### config.mk
export PLATFORM = sky130hd
export DESIGN_NAME = rotating_led_matrix_framebuffer
export DESIGN_NICKNAME = d
export VERILOG_FILES = /design/src/rtl/rlmf_pkg.sv /design/src/rtl/rlmf_ctrl.sv /design/src/rtl/rlmf_dp.sv /design/src/rtl/rotating_led_matrix_framebuffer.sv
export SDC_FILE = /design/constraint.sdc
export NUM_CORES = 1
export LEC_CHECK = 0
export BUFFER_PORTS_ARGS = -buffer_cell sky130_fd_sc_hd__buf_2
export CAP_MARGIN = 20
export CELL_PAD_IN_SITES_DETAIL_PLACEMENT = 1
export CELL_PAD_IN_SITES_GLOBAL_PLACEMENT = 1
export CORE_MARGIN = 2
export CORE_UTILIZATION = 45
export CTS_CLUSTER_DIAMETER = 150
export DETAILED_ROUTE_END_ITERATION = 8
export GPL_TIMING_DRIVEN = 0
export HOLD_SLACK_MARGIN = 0.06
export PLACE_DENSITY = 0.76
export SETUP_SLACK_MARGIN = 0.05
export SYNTH_ARGS = -nofsm -noshare
export SYNTH_HDL_FRONTEND = slang
export SYNTH_HIERARCHICAL = 1
export SYNTH_SLANG_ARGS = --single-unit
### constraint.sdc
create_clock -name i_clk -period 5.55 [get_ports i_clk]
set_input_delay 1.11 -clock i_clk [delete_from_list [all_inputs] [get_ports i_clk]]
set_output_delay 1.11 -clock i_clk [all_outputs]
set_load 0.01 [all_outputs]
### src/rtl/rlmf_pkg.sv
// ----------------------------------------------------------------------------
// rlmf_pkg
// Shared types and constants of the rotating LED matrix framebuffer.
// ----------------------------------------------------------------------------
package rlmf_pkg;

    localparam int unsigned NUM_ROWS = 8;

    localparam logic [7:0] ROW_ALL_ON  = 8'hFF;
    localparam logic [7:0] ROW_ALL_OFF = 8'h00;
    localparam logic [2:0] LAST_IDX    = 3'd7;

    // Operation codes.
    localparam logic [2:0] OP_WRITE_PIXEL  = 3'd0;
    localparam logic [2:0] OP_TOGGLE_PIXEL = 3'd1;
    localparam logic [2:0] OP_WRITE_ROW    = 3'd2;
    localparam logic [2:0] OP_FILL         = 3'd3;
    localparam logic [2:0] OP_CLEAR        = 3'd4;
    localparam logic [2:0] OP_RENDER       = 3'd5;
    localparam logic [2:0] OP_READ_PIXEL   = 3'd6;

    typedef struct packed {
        logic [2:0] operation;
        logic [7:0] column;
        logic [7:0] row;
        logic       pixel_on;
        logic [7:0] row_bits;
        logic       force_req;
    } t_in_beat;

    typedef struct packed {
        logic       row_write;
        logic [2:0] panel_row;
        logic [7:0] panel_bits;
        logic       pixel_state;
        logic       dirty_flag;
        logic       last;
    } t_out_beat;

    // Controller to datapath.
    typedef struct packed {
        logic accept;   // an input beat is taken this cycle
        logic step;     // send the next pending panel row this cycle
    } t_cmd;

    // Datapath to controller.
    typedef struct packed {
        logic start_render;  // the accepted beat needs the row sequencer
        logic last_row;      // the row sent on this step is the final one
    } t_status;

endpackage

### src/rtl/rlmf_ctrl.sv
// ----------------------------------------------------------------------------
// rlmf_ctrl
// Handshake and row sequencing control for the framebuffer.
// ----------------------------------------------------------------------------
module rlmf_ctrl
    import rlmf_pkg::*;
(
    input  logic    i_clk,
    input  logic    i_rst_n,
    input  logic    i_in_valid,
    output logic    o_in_stall,
    output logic    o_out_valid,
    input  logic    i_out_stall,
    input  t_status i_status,
    output t_cmd    o_cmd
);

    localparam logic S_IDLE   = 1'b0;
    localparam logic S_RENDER = 1'b1;

    logic r_state, n_state;
    logic r_out_valid, n_out_valid;
    logic w_slot_free;

    // The output register can take a new beat when empty or being drained.
    assign w_slot_free = !r_out_valid || !i_out_stall;

    assign o_in_stall   = (r_state != S_IDLE) || !w_slot_free;
    assign o_cmd.accept = i_in_valid && !o_in_stall;
    assign o_cmd.step   = (r_state == S_RENDER) && w_slot_free;
    assign o_out_valid  = r_out_valid;

    always_comb begin
        n_state     = r_state;
        n_out_valid = r_out_valid && i_out_stall;
        case (r_state)
            S_IDLE: begin
                if (o_cmd.accept) begin
                    if (i_status.start_render) begin
                        n_state = S_RENDER;
                    end else begin
                        n_out_valid = 1'b1;
                    end
                end
            end
            S_RENDER: begin
                if (o_cmd.step) begin
                    n_out_valid = 1'b1;
                    if (i_status.last_row) begin
                        n_state = S_IDLE;
                    end
                end
            end
            default: begin
                n_state = S_IDLE;
            end
        endcase
    end

    always_ff @(posedge i_clk) begin
        if (!i_rst_n) begin
            r_state     <= S_IDLE;
            r_out_valid <= 1'b0;
        end else begin
            r_state     <= n_state;
            r_out_valid <= n_out_valid;
        end
    end

endmodule

### src/rtl/rlmf_dp.sv
// ----------------------------------------------------------------------------
// rlmf_dp
// Back and front buffers, rotation network, row mask and output register.
// ----------------------------------------------------------------------------
module rlmf_dp
    import rlmf_pkg::*;
(
    input  logic      i_clk,
    input  logic      i_rst_n,
    input  t_cmd      i_cmd,
    input  t_in_beat  i_in_data,
    input  logic      i_cfg_we,
    input  logic [1:0] i_cfg_data,
    output t_status   o_status,
    output t_out_beat o_out_data
);

    logic [7:0] r_back  [NUM_ROWS];
    logic [7:0] n_back  [NUM_ROWS];
    logic [7:0] r_front [NUM_ROWS];
    logic [7:0] n_front [NUM_ROWS];
    logic [7:0] w_rot   [NUM_ROWS];
    logic       r_pend, n_pend;
    logic [1:0] r_rot;
    logic [7:0] r_mask, n_mask;
    t_out_beat  r_out, n_out;

    logic [7:0] w_diff;
    logic [7:0] w_start_mask;
    logic       w_happen;
    logic       w_inside;
    logic [2:0] w_ri;
    logic [2:0] w_ci;
    logic [7:0] w_old;
    logic [7:0] w_bit;
    logic [7:0] w_new;
    logic [7:0] w_fill;
    logic [2:0] w_idx;

    // Rotation network: each panel pixel picks its back-buffer source.
    for (genvar gy = 0; gy < NUM_ROWS; gy++) begin : g_row
        for (genvar gx = 0; gx < NUM_ROWS; gx++) begin : g_col
            localparam logic [2:0] Y  = 3'(gy);
            localparam logic [2:0] X  = 3'(gx);
            localparam logic [2:0] IY = LAST_IDX - 3'(gy);
            localparam logic [2:0] IX = LAST_IDX - 3'(gx);
            always_comb begin
                case (r_rot)
                    2'd1:    w_rot[Y][X] = r_back[IX][Y];
                    2'd2:    w_rot[Y][X] = r_back[IY][IX];
                    2'd3:    w_rot[Y][X] = r_back[X][IY];
                    default: w_rot[Y][X] = r_back[Y][X];
                endcase
            end
        end
        assign w_diff[gy] = (w_rot[gy] != r_front[gy]);
    end

    assign w_inside = (i_in_data.column[7:3] == 5'd0) && (i_in_data.row[7:3] == 5'd0);
    assign w_ri     = i_in_data.row[2:0];
    assign w_ci     = i_in_data.column[2:0];
    assign w_old    = r_back[w_ri];
    assign w_bit    = 8'd1 << w_ci;
    assign w_new    = i_in_data.pixel_on ? (w_old | w_bit) : (w_old & ~w_bit);
    assign w_fill   = i_in_data.pixel_on ? ROW_ALL_ON : ROW_ALL_OFF;

    assign w_happen     = r_pend || i_in_data.force_req;
    assign w_start_mask = !w_happen ? ROW_ALL_OFF
                        : (i_in_data.force_req ? ROW_ALL_ON : w_diff);

    assign o_status.start_render = (i_in_data.operation == OP_CLEAR)
        || ((i_in_data.operation == OP_RENDER) && (w_start_mask != ROW_ALL_OFF));
    assign o_status.last_row = ((r_mask & (r_mask - 8'd1)) == 8'd0);

    // Lowest pending row goes out first.
    always_comb begin
        w_idx = 3'd0;
        for (int k = NUM_ROWS - 1; k >= 0; k--) begin
            if (r_mask[k]) begin
                w_idx = 3'(k);
            end
        end
    end

    always_comb begin
        n_back  = r_back;
        n_front = r_front;
        n_pend  = r_pend;
        n_mask  = r_mask;
        n_out   = r_out;
        if (i_cmd.accept) begin
            n_out.row_write   = 1'b0;
            n_out.panel_row   = 3'd0;
            n_out.panel_bits  = 8'd0;
            n_out.pixel_state = 1'b0;
            n_out.last        = 1'b1;
            case (i_in_data.operation)
                OP_WRITE_PIXEL: begin
                    if (w_inside) begin
                        n_back[w_ri] = w_new;
                        if (w_new != w_old) begin
                            n_pend = 1'b1;
                        end
                    end
                end
                OP_TOGGLE_PIXEL: begin
                    if (w_inside) begin
                        n_back[w_ri] = w_old ^ w_bit;
                        n_pend       = 1'b1;
                    end
                end
                OP_WRITE_ROW: begin
                    if ((i_in_data.row[7:3] == 5'd0) && (w_old != i_in_data.row_bits)) begin
                        n_back[w_ri] = i_in_data.row_bits;
                        n_pend       = 1'b1;
                    end
                end
                OP_FILL: begin
                    for (int r = 0; r < NUM_ROWS; r++) begin
                        if (r_back[r] != w_fill) begin
                            n_back[r] = w_fill;
                            n_pend    = 1'b1;
                        end
                    end
                end
                OP_CLEAR: begin
                    for (int r = 0; r < NUM_ROWS; r++) begin
                        n_back[r]  = ROW_ALL_OFF;
                        n_front[r] = ROW_ALL_OFF;
                    end
                    n_mask = ROW_ALL_ON;
                    n_pend = 1'b0;
                end
                OP_RENDER: begin
                    n_mask = w_start_mask;
                    if (w_happen) begin
                        n_pend = 1'b0;
                    end
                end
                OP_READ_PIXEL: begin
                    n_out.pixel_state = w_inside && w_old[w_ci];
                end
                default: begin
                end
            endcase
            n_out.dirty_flag = n_pend;
        end else if (i_cmd.step) begin
            n_front[w_idx]    = w_rot[w_idx];
            n_mask[w_idx]     = 1'b0;
            n_out.row_write   = 1'b1;
            n_out.panel_row   = w_idx;
            n_out.panel_bits  = w_rot[w_idx];
            n_out.pixel_state = 1'b0;
            n_out.dirty_flag  = r_pend;
            n_out.last        = o_status.last_row;
        end
        if (i_cfg_we) begin
            n_pend = 1'b1;
        end
    end

    always_ff @(posedge i_clk) begin
        if (!i_rst_n) begin
            for (int r = 0; r < NUM_ROWS; r++) begin
                r_back[r]  <= ROW_ALL_OFF;
                r_front[r] <= ROW_ALL_OFF;
            end
            r_pend <= 1'b0;
            r_rot  <= 2'd0;
            r_mask <= ROW_ALL_OFF;
        end else begin
            r_back  <= n_back;
            r_front <= n_front;
            r_pend  <= n_pend;
            r_mask  <= n_mask;
            if (i_cfg_we) begin
                r_rot <= i_cfg_data;
            end
        end
    end

    always_ff @(posedge i_clk) begin
        r_out <= n_out;
    end

    assign o_out_data = r_out;

endmodule

### src/rtl/rotating_led_matrix_framebuffer.sv
// ----------------------------------------------------------------------------
// rotating_led_matrix_framebuffer
// Double-buffered 8x8 one-bit LED framebuffer with rotated, incremental render.
// ----------------------------------------------------------------------------
// Pixel, row, fill and read operations each answer with a single result
// beat; a new input beat is taken every cycle while no rows are being sent
// and the output register is free or being drained. After a render or a
// clear is accepted, the row sequencer walks a mask of the rows to send from
// the lowest index up, loading one row beat into the output register at
// each step that the output allows; the input stalls until it has loaded
// the final row beat. A render that finds nothing to send answers with one
// beat that carries no row. Writing the rotation register marks the buffer
// dirty, so the next render redraws the panel at the new angle. The user
// must see that the register is written only while the block is idle; the
// block does not enforce it. After reset both buffers are blank and the dirty flag is clear.
// ----------------------------------------------------------------------------
module rotating_led_matrix_framebuffer
    import rlmf_pkg::*;
(
    input  logic       i_clk,
    input  logic       i_rst_n,
    // Operation beats.
    input  logic       i_in_valid,
    output logic       o_in_stall,
    input  t_in_beat   i_in_data,
    // Result beats toward the panel driver.
    output logic       o_out_valid,
    input  logic       i_out_stall,
    output t_out_beat  o_out_data,
    // Rotation register write.
    input  logic       i_cfg_we,
    input  logic [1:0] i_cfg_data
);

    t_cmd    w_cmd;
    t_status w_status;

    // The controller owns the handshakes and the render sequence state.
    rlmf_ctrl u_ctrl (
        .i_clk       (i_clk),
        .i_rst_n     (i_rst_n),
        .i_in_valid  (i_in_valid),
        .o_in_stall  (o_in_stall),
        .o_out_valid (o_out_valid),
        .i_out_stall (i_out_stall),
        .i_status    (w_status),
        .o_cmd       (w_cmd)
    );

    // The datapath holds both buffers, the rotation network and the
    // output register that carries each result beat.
    rlmf_dp u_dp (
        .i_clk      (i_clk),
        .i_rst_n    (i_rst_n),
        .i_cmd      (w_cmd),
        .i_in_data  (i_in_data),
        .i_cfg_we   (i_cfg_we),
        .i_cfg_data (i_cfg_data),
        .o_status   (w_status),
        .o_out_data (o_out_data)
    );

endmodule

==> results.py <==
metrics = {
    "status": {
        "outcome": "complete, no violations",
    },
    "global_routing": {
        "antenna_found_initial": 2,
        "grt_max_degree": 17,
        "grt_usage_pct": 38.53,
        "grt_overflow": 0,
        "grt_pass1_vias": 11990,
        "grt_pass1_wl_mm": 76.76,
    },
    "clock_tree": {
        "cts_buffers": 17,
        "root_buffer": "clkbuf_16",
        "clock_latency_ps": 440,
        "cts_tree": "built",
        "postCtsSetupBuffers": 0,
        "cts_resized": 0,
        "clock_sinks": 156,
        "cts.clk_slew.worst_paths_ps": 70,
        "cts_buffer_depth": 2,
        "cts_max_level": 4,
        "cts_hold_buf": 0,
    },
    "route": {
        "vias": 12400,
        "drc": 0,
        "wl_per_cell_um": 29.79,
        "drt-vias-per-instance": 7.159,
        "drt-initial-drc-count": 1806,
        "postRouteAntennaNets": 0,
        "first_pass_iters": 7,
        "drt-total-wl_mm": 51.60,
    },
    "floorplanning": {
        "die_w_um": 164.1,
        "num_rows": 58,
        "core_area_um2": 25180,
        "fp.dieArea_um2": 26930,
        "die_y_um": 164.1,
        "initial_core_util_pct": 45.81,
        "pin_count": 53,
    },
    "pwr": {
        "pwr-share-clk_pct": 40.0,
        "total_power_mw": 3.037,
        "combPwrFrac_pct": 22.0,
        "power.internal_mw": 1.974,
        "seq_power_share_pct": 38.1,
        "ir_worst_vdd_mv": 0.1592,
        "p_sw_share_pct": 34.99,
        "p_leak_nw": 4.812,
        "p_per_area_nw_per_um2": 236.8,
        "p_sw_mw": 1.062,
    },
    "critical_path": {
        "r2r_setup_slack_ps": 1810,
        "path_delay_family": "compound AO/OA/AOI/OAI gates",
        "startpoint_type": "primary input",
        "cp_slowest_stage_delay_ps": 700,
        "r2r-end": "u_dp/r_front[36]$_SDFFE_PN0P_",
        "path_class": "in2reg",
        "worstPathRequired_ps": 5880,
        "reg2regPathDepth": 9,
        "worst_ep_arrival_time_ps": 4290,
        "end_kind": "flop",
        "cp.buffers_inverters": 5,
        "worstPathCellList": "buf_2 -> clkbuf_1 -> nor2_1 -> a2bb2oi_1 -> and3_1 -> o2111ai_1 -> or2_1 -> buf_6 -> a31o_1 -> buf_4 -> buf_4 -> a32o_1",
        "path_max_fanout": 10,
        "crit_top_cell": "buf_4",
        "cpMaxStageDelayCell": "a2bb2oi_1",
        "startpoint": "i_in_data[12]",
        "reg2reg_from": "u_dp/r_mask[2]$_SDFFE_PN0P_",
    },
    "yosys": {
        "syn_area_per_cell_um2": 8.753,
        "yosysWarnings": 6,
        "synthDistinctLibCells": 79,
        "ys_seq_elements": 156,
        "synth_area_um2": 11540,
        "async_flop_share_pct": 0,
        "syn_inst": 1318,
        "ys.flop_type": "dfxtp_1",
        "synth_nets": 1354,
        "synth_edf_count": 2,
        "seq_area_frac_synth_pct": 27.25,
    },
    "timing": {
        "clock.fmax_mhz": 252.6,
        "rsz0062_at_grt": "no",
        "fin_setup_tns_ps": 0,
        "skew_ps": 11.56,
        "setup_slack_ps": 1592,
        "fin_crit_ps": 3958,
        "post-route-period-util_pct": 71.32,
        "setup_viol": 0,
        "slew_violations": 0,
        "worst_pin_slew_ps": 1152,
        "hold_slack_ps": 447.0,
        "hold_violations": 0,
        "maxSlewHeadroom_pct": 21.00,
    },
    "cells_and_area": {
        "areaGrowthSynthToFinish_pct": 11.17,
        "fillers": 3027,
        "antenna-diode-count": 0,
        "fin_nets": 1425,
        "final_cell_area_um2": 12820,
        "drive_gt1_share_pct": 15.48,
    },
    "min_path": {
        "min_path_cells": 2,
        "min-delay-start": "u_dp/o_out_data[9]$_SDFFE_PP0P_",
        "holdPathEnd": "u_dp/o_out_data[9]$_SDFFE_PP0P_",
        "hold_path.class": "reg2reg",
    },
    "placement": {
        "placed_area_um2": 12240,
        "place_ws_ps": 1238,
        "io_buffers": 48,
        "gp_congestion": 1.029,
        "hpwl_mm": 38.80,
    },
    "job": {
        "maxCapViolCount": 0,
    },
}
-- cells in the final DEF, fill, tap and decap left out, drive strengths merged, types with 52 or more instances in the layout --
master	synthesis	routed
nor2	127	127
nand2	101	101
o21ai	81	81
a21oi	52	52
mux2i	84	84
a32o	71	71
buf	39	91
clkbuf	50	67
dfxtp	154	154
-- worst max path at each step --
stage / endpoint / slack, ps / cells past startpoint
floorplan: u_dp/r_back[0]$_SDFFE_PN0P_ / 2020 / 12
detailed placement: u_dp/r_back[16]$_SDFFE_PN0P_ / 1240 / 12
CTS: u_dp/r_back[16]$_SDFFE_PN0P_ / 1670 / 12
finish: u_dp/r_back[34]$_SDFFE_PN0P_ / 1590 / 12
global route: u_dp/r_back[56]$_SDFFE_PN0P_ / 1440 / 12
global placement: u_dp/r_back[16]$_SDFFE_PN0P_ / 1230 / 12
-- registers in the layout, summed over array words and instances (netlist names) --
signal,cells
u_dp/r_back,64
u_dp/r_front,64
u_dp/o_out_data,15
u_dp/r_mask,8
u_dp/r_rot,2
u_ctrl/o_out_valid,1
u_ctrl/r_state,1
u_dp/r_pend,1
-- layout make-up --
cell class | instances | area, µm² | area share [%]
multi-input cells | 1054 | 7901 | 61.61
flip-flops and latches | 156 | 3143 | 24.51
plain buffers | 89 | 445.4 | 3.473
clock buffers | 17 | 425.4 | 3.317
well taps | 330 | 412.9 | 3.220
repair buffers | 52 | 267.8 | 2.088
clock inverters | 15 | 157.7 | 1.229
inverters | 19 | 71.32 | 0.5561
-- routing by layer --
| layer | global-route usage (%) | part of all wire (%) |
|---|---|---|
| met1 | 53.20 | 41 |
| met5 | 0 | 0 |
| met3 | 10.63 | 12 |
| met4 | 14.75 | 4.3 |
| met2 | 57.07 | 42 |
-- tightest hold or removal path: cells and delay by family, from the launching register on --
kind	cells	cell delay, ps
DFF	1	310
and+or+nand+nor	2	90
-- cell usage after synthesis (6+ instances only) --
cell type	instances	area, µm²
a211oi_1	9	67.56
a21o_1	45	337.8
a21oi_1	52	260.3
a22o_1	11	96.34
a22oi_1	37	277.8
a31oi_1	14	87.58
a32o_1	71	710.7
a32oi_1	6	52.55
and2_1	7	43.79
and3_1	10	62.56
buf_2	17	85.08
buf_4	10	75.07
buf_6	7	78.83
clkbuf_1	50	187.7
dfxtp_1	154	3083
inv_1	17	63.81
mux2_2	19	214.0
mux2i_1	80	800.8
mux4_2	45	1013
nand2_1	101	379.1
nand2b_1	13	81.33
nand3_1	31	155.2
nand4_1	21	131.4
nor2_1	127	476.7
nor2b_1	15	93.84
nor3_1	33	165.2
nor4_1	15	93.84
o2111ai_1	6	52.55
o211ai_1	7	52.55
o21a_1	9	67.56
o21ai_0	73	365.4
o21ai_1	8	40.04
o22a_1	6	52.55
o22ai_1	9	56.30
o31ai_1	8	60.06
or2_2	6	37.54
or3_1	6	37.54
xnor2_1	39	341.6
xor2_1	31	271.5
-- power by group through the flow --
stage	Clock, mW	Combinational (mW)	Sequential (mW)
finish	1.21	0.667	1.16
detailed placement	0	0.632	1.18
CTS	1.22	0.637	1.15
global placement	0	0.612	1.18
global route	1.26	0.696	1.16
floorplan	0	0.393	1.17
-- cell families after synthesis --
| family | count (synthesis) | synth area share, % |
|---|---|---|
| muxes | 149 | 18.46 |
| buffers and inverters | 108 | 4.479 |
| xor gates and xnor gates | 70 | 5.315 |
| and+or+nand+nor | 407 | 16.78 |
| DFF | 156 | 27.25 |
| adders and majority gates | 1 | 0.08677 |
| AOI/OAI and AO/OA | 427 | 27.64 |
-- per-stage QoR --
step	std cells	util (%)
4_1_cts	1732	50.93
3_5_place_dp	1700	48.61
2_1_floorplan	1318	-
5_1_grt	1732	50.93
6_report	1732	50.93
3_3_place_gp	1696	48.41
(Power assumes the default switching activity.)
